**src/rtl/ctcgd_pkg.sv**
```systemverilog
// ----------------------------------------------------------------------------
// ctcgd_pkg
// Types, constants and the exponent table of the CTC greedy decoder.
// ----------------------------------------------------------------------------
package ctcgd_pkg;

	localparam int MAX_CLASSES = 8192;
	localparam int MAX_ROWS    = 1024;
	localparam int QUEUE_DEPTH = 4;
	localparam int EXP_BITS    = 12;

	localparam logic [13:0] NUM_KEYS_RESET = 14'd8192;
	localparam logic [12:0] CLASS_LAST     = 13'(MAX_CLASSES - 1);
	localparam logic [9:0]  ROW_LAST       = 10'(MAX_ROWS - 1);
	localparam logic [11:0] ROWS_SAT       = 12'(MAX_ROWS);

	// One input word.
	typedef struct packed {
		logic signed [15:0] logit;
		logic               row_end;
		logic               line_end;
	} item_t;

	// One result word.
	typedef struct packed {
		logic [12:0] char_class;
		logic [9:0]  row_index;
		logic [15:0] score;
		logic [10:0] column_width;
		logic        last_of_line;
	} result_t;

	// Finished row handed from the front to the back.
	typedef struct packed {
		logic [12:0] best_class;
		logic [15:0] score;
		logic        line_end;
	} row_t;

	// Q0.16 factors round(65536*exp(-2^b/256)).
	function automatic logic [15:0] exp_k(input logic [3:0] b);
		logic [15:0] k;
		unique case (b)
			4'd0:    k = 16'd65280;
			4'd1:    k = 16'd65026;
			4'd2:    k = 16'd64520;
			4'd3:    k = 16'd63520;
			4'd4:    k = 16'd61565;
			4'd5:    k = 16'd57835;
			4'd6:    k = 16'd51039;
			4'd7:    k = 16'd39750;
			4'd8:    k = 16'd24109;
			4'd9:    k = 16'd8869;
			4'd10:   k = 16'd1200;
			4'd11:   k = 16'd22;
			default: k = 16'd0;
		endcase
		return k;
	endfunction

	// Clamp a width sum to the row limit.
	function automatic logic [10:0] sat_rows(input logic [11:0] v);
		return (v > ROWS_SAT) ? 11'(ROWS_SAT) : v[10:0];
	endfunction

endpackage

```
**src/rtl/ctc_greedy_decoder_core.sv**
```systemverilog
// ----------------------------------------------------------------------------
// ctc_greedy_decoder_core
// CTC greedy decoder with a fixed-point softmax score per character.
// ----------------------------------------------------------------------------
// One Q8.8 logit word is taken per item, class 0 first, row_end on the last
// class of a row. A logit that is not a row's first passes the front end in
// 12 steps of the shared exponent multiplier and one add, with one more
// multiply before the add when it is a new maximum, since the sum is then
// rescaled; a row's first logit needs none of these steps. The last logit
// of a row then goes through the bit-serial division that forms the score
// and waits to hand the row to a four-deep queue. The back end drains that
// queue on its own and gives up to two result words per row through an
// output register, so a stalled result side blocks the input only once the
// queue is full. The user writes num_keys through the cfg channel only while
// the block is idle; the block does not enforce this. That channel is always ready.
module ctc_greedy_decoder_core (
	input  logic               clk,
	input  logic               arst_n,
	input  logic               item_valid,
	output logic               item_stall,
	input  ctcgd_pkg::item_t   item,
	output logic               result_valid,
	input  logic               result_stall,
	output ctcgd_pkg::result_t result,
	input  logic               cfg_valid,
	output logic               cfg_ready,
	input  logic [13:0]        cfg_data
);

	logic            push_valid;
	logic            push_ready;
	ctcgd_pkg::row_t push_row;
	logic            pop_valid;
	logic            pop_ready;
	ctcgd_pkg::row_t pop_row;
	logic [13:0]     num_keys_q;

	assign cfg_ready = 1'b1;

	// Key table size register.
	always_ff @(posedge clk or negedge arst_n) begin
		if (!arst_n) begin
			num_keys_q <= ctcgd_pkg::NUM_KEYS_RESET;
		end else if (cfg_valid && cfg_ready) begin
			num_keys_q <= cfg_data;
		end
	end

	ctcgd_front u_front (
		.clk        (clk),
		.arst_n     (arst_n),
		.item_valid (item_valid),
		.item_stall (item_stall),
		.item       (item),
		.push_valid (push_valid),
		.push_ready (push_ready),
		.push_row   (push_row)
	);

	ctcgd_queue u_queue (
		.clk        (clk),
		.arst_n     (arst_n),
		.push_valid (push_valid),
		.push_ready (push_ready),
		.push_row   (push_row),
		.pop_valid  (pop_valid),
		.pop_ready  (pop_ready),
		.pop_row    (pop_row)
	);

	ctcgd_back u_back (
		.clk          (clk),
		.arst_n       (arst_n),
		.num_keys     (num_keys_q),
		.pop_valid    (pop_valid),
		.pop_ready    (pop_ready),
		.pop_row      (pop_row),
		.result_valid (result_valid),
		.result_stall (result_stall),
		.result       (result)
	);

endmodule

```
**src/rtl/ctcgd_front.sv**
```systemverilog
// ----------------------------------------------------------------------------
// ctcgd_front
// Softmax front end: running max, exp sum, argmax and the row-end score.
// ----------------------------------------------------------------------------
module ctcgd_front (
	input  logic            clk,
	input  logic            arst_n,
	input  logic            item_valid,
	output logic            item_stall,
	input  ctcgd_pkg::item_t item,
	output logic            push_valid,
	input  logic            push_ready,
	output ctcgd_pkg::row_t push_row
);

	typedef enum logic [2:0] {
		ST_IDLE, ST_EXP, ST_MUL, ST_ADD, ST_DIV, ST_PUSH
	} state_t;

	state_t             state_q;
	logic signed [15:0] max_q;
	logic [31:0]        sum_q;
	logic [12:0]        best_q;
	logic [12:0]        cc_q;
	logic [11:0]        d_q;
	logic [16:0]        acc_q;
	logic [3:0]         bit_q;
	logic               gt_q;
	logic               row_end_q;
	logic               line_end_q;
	logic [48:0]        prod_q;
	logic [32:0]        rem_q;
	logic [16:0]        quo_q;
	logic [4:0]         dcnt_q;

	logic               accept;
	logic               gt;
	logic [16:0]        d_full;
	logic [33:0]        exp_prod;
	logic [32:0]        scaled;
	logic [33:0]        add_gt;
	logic [32:0]        add_le;
	logic               div_ge;
	logic [32:0]        div_t;

	assign item_stall = (state_q != ST_IDLE);
	assign accept     = item_valid && !item_stall;

	// Distance between the new logit and the running maximum.
	assign gt     = item.logit > max_q;
	assign d_full = gt ? (17'({item.logit[15], item.logit}) - 17'({max_q[15], max_q}))
	                   : (17'({max_q[15], max_q}) - 17'({item.logit[15], item.logit}));

	// One table factor per set distance bit, rounded back to Q0.16.
	assign exp_prod = 34'(acc_q * ctcgd_pkg::exp_k(bit_q)) + 34'd32768;

	// Sum update for a new maximum and for a logit not above the maximum.
	assign scaled = 33'((prod_q + 49'd32768) >> 16);
	assign add_gt = 34'(scaled) + 34'd65536;
	assign add_le = 33'(sum_q) + 33'(acc_q);

	// One quotient bit of 2^32 / sum per cycle.
	assign div_ge = rem_q >= {1'b0, sum_q};
	assign div_t  = div_ge ? (rem_q - {1'b0, sum_q}) : rem_q;

	assign push_valid          = (state_q == ST_PUSH);
	assign push_row.best_class = best_q;
	assign push_row.score      = quo_q[16] ? 16'hFFFF : quo_q[15:0];
	assign push_row.line_end   = line_end_q;

	// Sequencer and datapath registers.
	always_ff @(posedge clk or negedge arst_n) begin
		if (!arst_n) begin
			state_q <= ST_IDLE;
			max_q   <= '0;
			sum_q   <= '0;
			best_q  <= '0;
			cc_q    <= '0;
		end else begin
			unique case (state_q)
				ST_IDLE: begin
					if (accept) begin
						row_end_q  <= item.row_end;
						line_end_q <= item.line_end;
						gt_q       <= gt;
						d_q        <= d_full[11:0];
						acc_q      <= (d_full[16:12] != '0) ? 17'd0 : 17'd65536;
						bit_q      <= '0;
						if (item.row_end) begin
							cc_q <= '0;
						end else if (cc_q < ctcgd_pkg::CLASS_LAST) begin
							cc_q <= cc_q + 13'd1;
						end
						if (cc_q == '0) begin
							max_q  <= item.logit;
							sum_q  <= 32'd65536;
							best_q <= '0;
							state_q <= item.row_end ? ST_DIV : ST_IDLE;
						end else begin
							if (gt) begin
								max_q  <= item.logit;
								best_q <= cc_q;
							end
							state_q <= ST_EXP;
						end
						rem_q  <= 33'd65536;
						quo_q  <= '0;
						dcnt_q <= '0;
					end
				end
				ST_EXP: begin
					if (d_q[bit_q]) begin
						acc_q <= exp_prod[32:16];
					end
					bit_q <= bit_q + 4'd1;
					if (bit_q == 4'(ctcgd_pkg::EXP_BITS - 1)) begin
						state_q <= gt_q ? ST_MUL : ST_ADD;
					end
				end
				ST_MUL: begin
					prod_q  <= sum_q * acc_q;
					state_q <= ST_ADD;
				end
				ST_ADD: begin
					if (gt_q) begin
						sum_q <= (add_gt[33:32] != '0) ? 32'hFFFF_FFFF : add_gt[31:0];
					end else begin
						sum_q <= add_le[32] ? 32'hFFFF_FFFF : add_le[31:0];
					end
					state_q <= row_end_q ? ST_DIV : ST_IDLE;
				end
				ST_DIV: begin
					quo_q  <= {quo_q[15:0], div_ge};
					rem_q  <= {div_t[31:0], 1'b0};
					dcnt_q <= dcnt_q + 5'd1;
					if (dcnt_q == 5'd16) begin
						state_q <= ST_PUSH;
					end
				end
				ST_PUSH: begin
					if (push_ready) begin
						state_q <= ST_IDLE;
					end
				end
				default: state_q <= ST_IDLE;
			endcase
		end
	end

endmodule

```
**src/rtl/ctcgd_queue.sv**
```systemverilog
// ----------------------------------------------------------------------------
// ctcgd_queue
// Small queue of finished rows between the front and the back.
// ----------------------------------------------------------------------------
module ctcgd_queue (
	input  logic            clk,
	input  logic            arst_n,
	input  logic            push_valid,
	output logic            push_ready,
	input  ctcgd_pkg::row_t push_row,
	output logic            pop_valid,
	input  logic            pop_ready,
	output ctcgd_pkg::row_t pop_row
);

	localparam int PW = $clog2(ctcgd_pkg::QUEUE_DEPTH);

	ctcgd_pkg::row_t entry_q [ctcgd_pkg::QUEUE_DEPTH];
	logic [PW-1:0]   wr_q;
	logic [PW-1:0]   rd_q;
	logic [PW:0]     count_q;
	logic            do_push;
	logic            do_pop;

	assign push_ready = (count_q != (PW+1)'(ctcgd_pkg::QUEUE_DEPTH));
	assign pop_valid  = (count_q != '0);
	assign pop_row    = entry_q[rd_q];
	assign do_push    = push_valid && push_ready;
	assign do_pop     = pop_valid && pop_ready;

	// Storage needs no reset.
	always_ff @(posedge clk) begin
		if (do_push) begin
			entry_q[wr_q] <= push_row;
		end
	end

	// Pointers and fill count.
	always_ff @(posedge clk or negedge arst_n) begin
		if (!arst_n) begin
			wr_q    <= '0;
			rd_q    <= '0;
			count_q <= '0;
		end else begin
			if (do_push) begin
				wr_q <= wr_q + 1'b1;
			end
			if (do_pop) begin
				rd_q <= rd_q + 1'b1;
			end
			if (do_push && !do_pop) begin
				count_q <= count_q + 1'b1;
			end else if (do_pop && !do_push) begin
				count_q <= count_q - 1'b1;
			end
		end
	end

endmodule

```
**src/rtl/ctcgd_back.sv**
```systemverilog
// ----------------------------------------------------------------------------
// ctcgd_back
// CTC collapse: gap counting, held character and result words.
// ----------------------------------------------------------------------------
module ctcgd_back (
	input  logic               clk,
	input  logic               arst_n,
	input  logic [13:0]        num_keys,
	input  logic               pop_valid,
	output logic               pop_ready,
	input  ctcgd_pkg::row_t    pop_row,
	output logic               result_valid,
	input  logic               result_stall,
	output ctcgd_pkg::result_t result
);

	logic [12:0]        prev_q;
	logic [10:0]        gap_q;
	logic [9:0]         row_q;
	logic               pv_q;
	logic [12:0]        pc_q;
	logic [9:0]         pr_q;
	logic [15:0]        ps_q;
	logic [10:0]        pw_q;
	logic               res_valid_q;
	ctcgd_pkg::result_t res_q;
	logic               sec_valid_q;
	ctcgd_pkg::result_t sec_q;

	logic               out_free;
	logic               pop;
	logic [12:0]        m;
	logic [12:0]        prev_n;
	logic [10:0]        gap_n;
	logic [9:0]         row_n;
	logic               pv_n;
	logic [12:0]        pc_n;
	logic [9:0]         pr_n;
	logic [15:0]        ps_n;
	logic [10:0]        pw_n;
	logic               r1_v;
	logic               r2_v;
	ctcgd_pkg::result_t r1;
	ctcgd_pkg::result_t r2;

	assign out_free     = !res_valid_q || !result_stall;
	assign pop          = pop_valid && !sec_valid_q && out_free;
	assign pop_ready    = !sec_valid_q && out_free;
	assign result_valid = res_valid_q;
	assign result       = res_q;
	assign m            = pop_row.best_class;

	// Next state of the collapse for one finished row.
	always_comb begin
		prev_n = prev_q;
		gap_n  = gap_q;
		row_n  = row_q;
		pv_n   = pv_q;
		pc_n   = pc_q;
		pr_n   = pr_q;
		ps_n   = ps_q;
		pw_n   = pw_q;
		r1_v   = 1'b0;
		r2_v   = 1'b0;
		r1     = '0;
		r2     = '0;
		if (m == '0 || m == prev_q) begin
			gap_n = ctcgd_pkg::sat_rows(12'(gap_q) + 12'd1);
		end else if (14'(m) < num_keys) begin
			if (pv_q) begin
				r1_v = 1'b1;
				r1.char_class   = pc_q;
				r1.row_index    = pr_q;
				r1.score        = ps_q;
				r1.column_width = ctcgd_pkg::sat_rows(12'(pw_q) + 12'(gap_q[10:1]));
				r1.last_of_line = 1'b0;
				pw_n = ctcgd_pkg::sat_rows(12'(gap_q[10:1]) + 12'd1);
			end else begin
				pw_n = ctcgd_pkg::sat_rows(12'(gap_q) + 12'd1);
			end
			pv_n  = 1'b1;
			pc_n  = m;
			pr_n  = row_q;
			ps_n  = pop_row.score;
			gap_n = '0;
		end
		prev_n = m;
		if (pop_row.line_end) begin
			if (pv_n) begin
				r2_v = 1'b1;
				r2.char_class   = pc_n;
				r2.row_index    = pr_n;
				r2.score        = ps_n;
				r2.column_width = ctcgd_pkg::sat_rows(12'(pw_n) + 12'(gap_n));
				r2.last_of_line = 1'b1;
			end
			pv_n   = 1'b0;
			prev_n = '0;
			gap_n  = '0;
			row_n  = '0;
		end else if (row_q < ctcgd_pkg::ROW_LAST) begin
			row_n = row_q + 10'd1;
		end
	end

	// Payload registers of the held character and result words.
	always_ff @(posedge clk) begin
		if (pop) begin
			pc_q <= pc_n;
			pr_q <= pr_n;
			ps_q <= ps_n;
			pw_q <= pw_n;
		end
		if (out_free) begin
			if (sec_valid_q) begin
				res_q <= sec_q;
			end else if (pop) begin
				res_q <= r1_v ? r1 : r2;
				sec_q <= r2;
			end
		end
	end

	// Control state of the collapse and the output stage.
	always_ff @(posedge clk or negedge arst_n) begin
		if (!arst_n) begin
			prev_q      <= '0;
			gap_q       <= '0;
			row_q       <= '0;
			pv_q        <= 1'b0;
			res_valid_q <= 1'b0;
			sec_valid_q <= 1'b0;
		end else begin
			if (pop) begin
				prev_q <= prev_n;
				gap_q  <= gap_n;
				row_q  <= row_n;
				pv_q   <= pv_n;
			end
			if (out_free) begin
				if (sec_valid_q) begin
					res_valid_q <= 1'b1;
					sec_valid_q <= 1'b0;
				end else if (pop) begin
					res_valid_q <= r1_v || r2_v;
					sec_valid_q <= r1_v && r2_v;
				end else begin
					res_valid_q <= 1'b0;
				end
			end
		end
	end

endmodule

```
**config.mk**
```make
export PLATFORM = sky130hd
export DESIGN_NAME = ctc_greedy_decoder_core
export DESIGN_NICKNAME = d
export VERILOG_FILES = /design/src/rtl/ctcgd_pkg.sv /design/src/rtl/ctc_greedy_decoder_core.sv /design/src/rtl/ctcgd_front.sv /design/src/rtl/ctcgd_queue.sv /design/src/rtl/ctcgd_back.sv
export SDC_FILE = /design/constraint.sdc
export NUM_CORES = 2
export LEC_CHECK = 0
export ABC_AREA = 1
export BUFFER_PORTS_ARGS = -buffer_cell sky130_fd_sc_hd__buf_2
export CAP_MARGIN = 20
export CORE_AREA = 2 2 317 476
export DETAILED_ROUTE_END_ITERATION = 12
export DIE_AREA = 0 0 319 478
export GPL_TIMING_DRIVEN = 0
export SKIP_LAST_GASP = 1
export SLEW_MARGIN = 15
export SYNTH_ARGS = -nofsm -noshare
export SYNTH_HDL_FRONTEND = slang
export SYNTH_HIERARCHICAL = 1
export SYNTH_SLANG_ARGS = --single-unit
```
**constraint.sdc**
```tcl
create_clock -name clk -period 5.8 [get_ports clk]
set_clock_uncertainty 0.2 [all_clocks]
set_input_delay 0.29 -clock clk [delete_from_list [all_inputs] [get_ports clk]]
set_output_delay 0.29 -clock clk [all_outputs]
set_load 0.05 [all_outputs]
```
# After elaboration in Yosys (flattened, before gate mapping)
# Memories as Yosys holds them, arrays and structs flattened. A register that Yosys moved wholly into a read port is not among the register bits.
# Cells that the tools add are included.
# op_classes
reduce_logical,45
n_addsub,19
n_eq_ne,15
muxes,82
n_mul,2
bitwise_logic,1
magnitude_cmp,10
# ops
op,count
$mux W51,8
$mux W32,6
$mux W11,10
$mux W13,7
$mux W17,5
$mux W16,5
$pmux W17 S2,2
$pmux W33 S2,1
$pmux W32 S2,1
$add A49 B16 Y49 const B,1
$mul A32 B17 Y49,1
$gt A12 B11 Y1 const B,4
$mux W10,4
$add A33 B17 Y34 const B,1
$sub A16 B16 Y17,2
$add A32 B17 Y33,1
$add A33 B16 Y33 const B,1
$ge A33 B32 Y1,1
$mul A17 B16 Y33,1
$mux W33,1
$sub A32 B32 Y32,1
$mux W3,9
$logic_not A13 Y1,2
$reduce_and A3 Y1,7
other kinds (42),92
# totals
input_bits,37
ramBits,120
mem_count,2
word_cells,215
reg_bits,427
rom_bits,256
# memory_table
memory,depth,word_bits,read_ports,rd_ports_with_merged_regs,write_ports,line,rtl
(no name shown),16,16,1,1,0,ctcgd_pkg.sv:43,unique case (b)
u_queue.entry_q,4,30,1,0,1,ctcgd_queue.sv:18,ctcgd_pkg::row_t entry_q [ctcgd_pkg::QUEUE_DEPTH];

# Longest topological paths before layout
# logic_depth
depth_word,14
mapped_depth,38
ltp_nobuf,34

# Hierarchy
# The synthesis kept the hierarchy.
# modules_own_cells
mod,cells_per_inst,seq_area_each_um2,area_per_inst_um2,instances
ctcgd_front,5688,5970.7,42393.2,1
ctcgd_back,1312,5490.3,10941.7,1
ctcgd_queue,409,3778.6,5218.8,1
ctc_greedy_decoder_core,61,351.6,543.0,1

# Worst setup path after synthesis
# Ideal clock, no wire load.
# synth_timing
kind,register to register
from,register u_front.acc_q[10]
to,register u_front.acc_q[8] (data pin)
stages_incl_launch_ff,23
path_slack_ns,-0.219
arrival_time_ns,5.558
t_required_ns,5.339
setup_time_ns,0.261
path_buffers,2
period_less_slack_ns,6.019
path_cell_list,edfxtp_1 > clkbuf_1 > buf_1 > nand2_1 > fa_1 > inv_1 > fa_1 > inv_1 > fa_1 > fa_1 > fa_1 > inv_1 > fa_1 > ha_1 > a21oi_1 > nand2_1 > a21oi_1 > o21ai_0 > a21oi_1 > inv_1 > a21o_1 > o21ai_0 > a21oi_1
# synth_between
elab_chain_cells,4
# synth_rtl
item,line,rtl
from (decl),ctcgd_front.sv:26,logic [16:0] acc_q;
from (signal assigned),ctcgd_front.sv:87,acc_q <= (d_full[16:12] != '0) ? 17'd0 : 17'd65536;
from (signal assigned),ctcgd_front.sv:113,acc_q <= exp_prod[32:16];
$mul A17 B16 Y33,ctcgd_front.sv:55,assign exp_prod = 34'(acc_q * ctcgd_pkg::exp_k(bit_q)) + 34'd32768;
$add A33 B16 Y33,ctcgd_front.sv:55,
$mux W17,ctcgd_front.sv:112,if (d_q[bit_q]) begin
$pmux W17 S2,ctcgd_front.sv:80,unique case (state_q)
# No other way between the ends. The select of a mux whose other input is x is not followed.
# A chain may end at the register's enable or synchronous reset.

# Worst setup path after layout
# layout_timing
from,register u_front.acc_q[6]
to,register u_front.prod_q[35] (data pin)
# layout_between
elab_chain_cells,1
# layout_rtl
item,line,rtl
$mul A32 B17 Y49,ctcgd_front.sv:121,prod_q <= sum_q * acc_q;
to (signal assigned),ctcgd_front.sv:121,
to (decl),ctcgd_front.sv:31,logic [48:0] prod_q;
# No other way between the ends.

==> metrics <==
slowest cell on the critical path fa_1; family with the most delay on the worst path adder cells; # placed instances 9508; Die Span Y 478 um; antenna violations before repair 4; Placement Setup Slack -2.624 ns; number of buffers added by the clock tree synthesis step between 50 and 60; number of vias after detailed routing 50460; number of DRC violations after detailed routing 0; worst reg2reg path endpoint u_front/prod_q[35]$_DFFE_PP_; clock input transition at the sequential cells of the worst setup and hold paths 0.07 ns; Yosys warning count 6; routability-driven placement congestion ratio between 0.9 and 1; Cells after Synth 7470; number of inserted filler cells in the final layout 14510; Fin Setup TNS -22.56 ns; Total Die Area 0.1525 mm^2; sink count of the clock tree ~550; number of distinct library cell variants in the gate-level netlist after synthesis 73; fraction of registers with async set or reset after synthesis between 20% and 30%; fraction of final layout cells sized beyond drive strength 1 14.70%; Slew Viols, Final 0; largest fanout on the critical path 6; crit-path max cell delay 0.53 ns; ANT nets after route 0; critical path depth 26; critical path class flop to flop; Period Utilization, post-route 111.7%; die outline width 319 um; via/cell ratio a little over 5; top library cells by usage in the layout, fill and taps aside nand2_1 (2017), inv_1 (1585), fa_1 (625); EDFF count, synth 396; Area Growth Syn to Fin 18.59%; CP endpoint u_front/prod_q[35]$_DFFE_PP_; Buf/Inv on CP 10; relative slew slack 13.90%; setup ws final -0.6790 ns; average wire per standard cell ~21 um; arrival time at the worst endpoint 6.69 ns; first-pass GRT wire length 307800 um; overall routed net length 205900 um; Register-to-Register Path Depth 26; Starting DRT DRC Count around 3300; share of the yosys chip area belonging to registers between 20% and 30%; Finish-stage setup viols 51; core area between 0.1 and 0.15 mm^2; maximum clock insertion buffer count 3; GR Overflow Total 0; library cell used as clock root buffer clkbuf_16; Max Clock Freq 154.3 MHz; largest net degree at the start of global routing 89; final hold violation count 0; ys flop type edfxtp_1; Ports 91; worst setup slack for register-to-register paths -0.68 ns; number of register bits inferred by synthesis 547; CP most frequent cell fa_1; deepest level of the CTS H-tree 2; Critical Path Sink Type flop; number of rows in the core area 174; minimum clock period 6.479 ns; count of max-cap constraint violations 0; most common library cell in the layout ignoring fill and taps nand2_1; beginning of the worst register-to-register path u_front/acc_q[6]$_SDFFCE_PP0P_; Avg Inst Size Synth 7.911 um^2; number of global-route vias before repair roughly 53000; overall track demand over capacity in global routing 26.68%; number of standard cells in the layout, taps in and fillers out 9826; net count of the mapped netlist between 8000 and 9000; failing checks setup timing; final layout net count 8914; Worst Tran Pin Value around 1.3 ns; Startpoint Class flop; number of detailed-route iterations in the first pass 6; Critical Path RT about 6.0 ns; Port Buffer Count 89; summed instance area of the synthesized netlist 0.05910 mm^2; initial core utilization roughly 40%; worst min path class input pin to flop; half-perimeter wire length after placement 164300 um; run status complete, but fails checks; clock tree from TritonCTS yes; launch point of the worst path u_front/acc_q[6]$_SDFFCE_PP0P_; clock network latency to the later pin of the worst-skew pair between 0.7 and 0.8 ns; setup repair after global routing missed its margin yes
## timing repair
item | 4_1_cts | 5_1_grt
cloned | 2 | 1
pin swaps | 104 | 171
gates resized for setup | 655 | 427
hold buffers | 65 | 0
buffers inserted | 77 | 89
setup endpoints to repair | 73 | 73
hold endpoints to repair | 181 | 0
## synthesized netlist by cell type, drive strengths merged, types with 2 or more instances
| library cell | count | area share (%) |
|---|---|---|
| and2 | 2 | 0.021 |
| and3 | 6 | 0.064 |
| nand3b | 19 | 0.25 |
| nand4 | 37 | 0.39 |
| clkbuf | 161 | 1.0 |
| o311ai | 2 | 0.030 |
| edfxtp | 396 | 20 |
| nand3 | 210 | 1.8 |
| o211ai | 84 | 1.1 |
| o32ai | 2 | 0.030 |
| a21oi | 269 | 2.3 |
| xor2 | 107 | 1.6 |
| o21ai | 274 | 2.3 |
| a21o | 14 | 0.18 |
| nand2 | 2134 | 14 |
| a2111oi | 2 | 0.030 |
| mux2i | 2 | 0.034 |
| o21a | 13 | 0.17 |
| xnor2 | 53 | 0.79 |
| ha | 377 | 8.0 |
| a22oi | 4 | 0.051 |
| or2 | 21 | 0.22 |
| clkinv | 7 | 0.044 |
| o21bai | 16 | 0.21 |
| o221ai | 2 | 0.030 |
| dfxtp | 16 | 0.54 |
| nor4 | 16 | 0.17 |
| fa | 661 | 22 |
| dfrtp | 134 | 5.7 |
| a211oi | 4 | 0.051 |
| mux2 | 2 | 0.038 |
| o31ai | 9 | 0.11 |
| o211a | 2 | 0.034 |
| nor2 | 498 | 3.4 |
| o22ai | 23 | 0.24 |
| a31oi | 26 | 0.28 |
| a21boi | 8 | 0.10 |
| inv | 1671 | 11 |
| buf | 121 | 1.1 |
| nor3 | 55 | 0.51 |
## cell families after synthesis
kind of cell             Yosys count  share of synthesized area [%]
other                              1                       0.006346
multiplexers                       4                        0.07198
adder cells (fa/ha/maj)         1038                          30.37
buffers and inverters           1960                          12.80
AO/OA/AOI/OAI                    759                          7.359
XOR/XNOR                         160                          2.371
AND/OR/NAND/NOR                 3001                          20.63
flip-flops                       547                          26.38
## worst register-to-register path, stage by stage, from the launching register on
cell       delay [ns]
edfxtp_1         0.50
clkbuf_16        0.23
buf_12           0.14
buf_16           0.13
nand2_1          0.05
inv_1            0.05
fa_1             0.49
inv_1            0.05
fa_1             0.46
fa_1             0.51
inv_1            0.05
fa_1             0.53
fa_1             0.53
inv_1            0.06
fa_1             0.50
inv_2            0.05
ha_4             0.27
nand2_4          0.12
inv_1            0.07
a21oi_2          0.23
inv_2            0.07
o21ai_2          0.14
o211ai_1         0.28
a21oi_2          0.24
nor2_1           0.06
nor2_1           0.11
xnor2_1          0.08
## routing by layer
layer,vias up,global-route usage [%],share of wire [%]
met4,4,22.80,10
li1,23520,-,-
met5,-,0,0.0087
met3,754,3.246,4.7
met2,1633,49.54,52
met1,24560,26.14,33
## how the worst min path moves through the flow
| stage | startpoint | endpoint | slack, ns | cells after the start |
|---|---|---|---|---|
| 5_1_grt | item[0] | u_front/line_end_q$_DFFE_PP_ | 0.14 | 2 |
| 6_report | item[0] | u_front/line_end_q$_DFFE_PP_ | 0.14 | 2 |
| 3_3_place_gp | u_back/row_q[2]$_DFFE_PN0P_ | u_back/row_q[2]$_DFFE_PN0P_ | 0.24 | 1 |
| 2_1_floorplan | arst_n | num_keys_q[0]$_DFFE_PN0P_ | -0.21 | 0 |
| 3_5_place_dp | arst_n | u_front/best_q[5]$_DFFE_PN0P_ | 0.05 | 1 |
| 4_1_cts | item[0] | u_front/line_end_q$_DFFE_PP_ | 0.11 | 2 |
## through the flow
stage	util, %	cell area (um^2)	hold slack, ns
CTS	45.63	67940	0.1126
detailed placement	41.94	62460	0.04678
floorplan	-	59190	-0.2056
global placement	41.68	62060	0.2390
finish	47.06	70080	0.1379
global route	47.06	70080	0.1373
## registers in the layout, indices dropped and copies added (netlist names), 12 cells and up, named ones only
name and flops:
u_front/d_q 12, u_front/acc_q 17, u_back/ps_q 16, u_front/best_q 13, num_keys_q 14, u_back/sec_q 51, u_front/max_q 16, u_back/result 51
u_front/prod_q 34, u_front/quo_q 17, u_back/pc_q 13, u_front/rem_q 32, u_front/sum_q 32, u_back/prev_q 13, u_front/cc_q 13, u_queue/entry_q 120
## layout make-up
class,instances,area [um^2],share of cell area (%)
multi-input combinational,4963,38300,54.65
tap,1936,2422,3.456
inverter,1678,6309,9.002
timing repair buffer,333,3025,4.317
clock buffer,64,1538,2.194
sequential,547,15630,22.30
buffer,258,2352,3.356
antenna,1,2.502,0.003571
clock inverter,46,500.5,0.7141
Power is left out: the tool's default activity adds up to more than one toggle a clock period on the data nets, which glitch-free logic cannot reach.
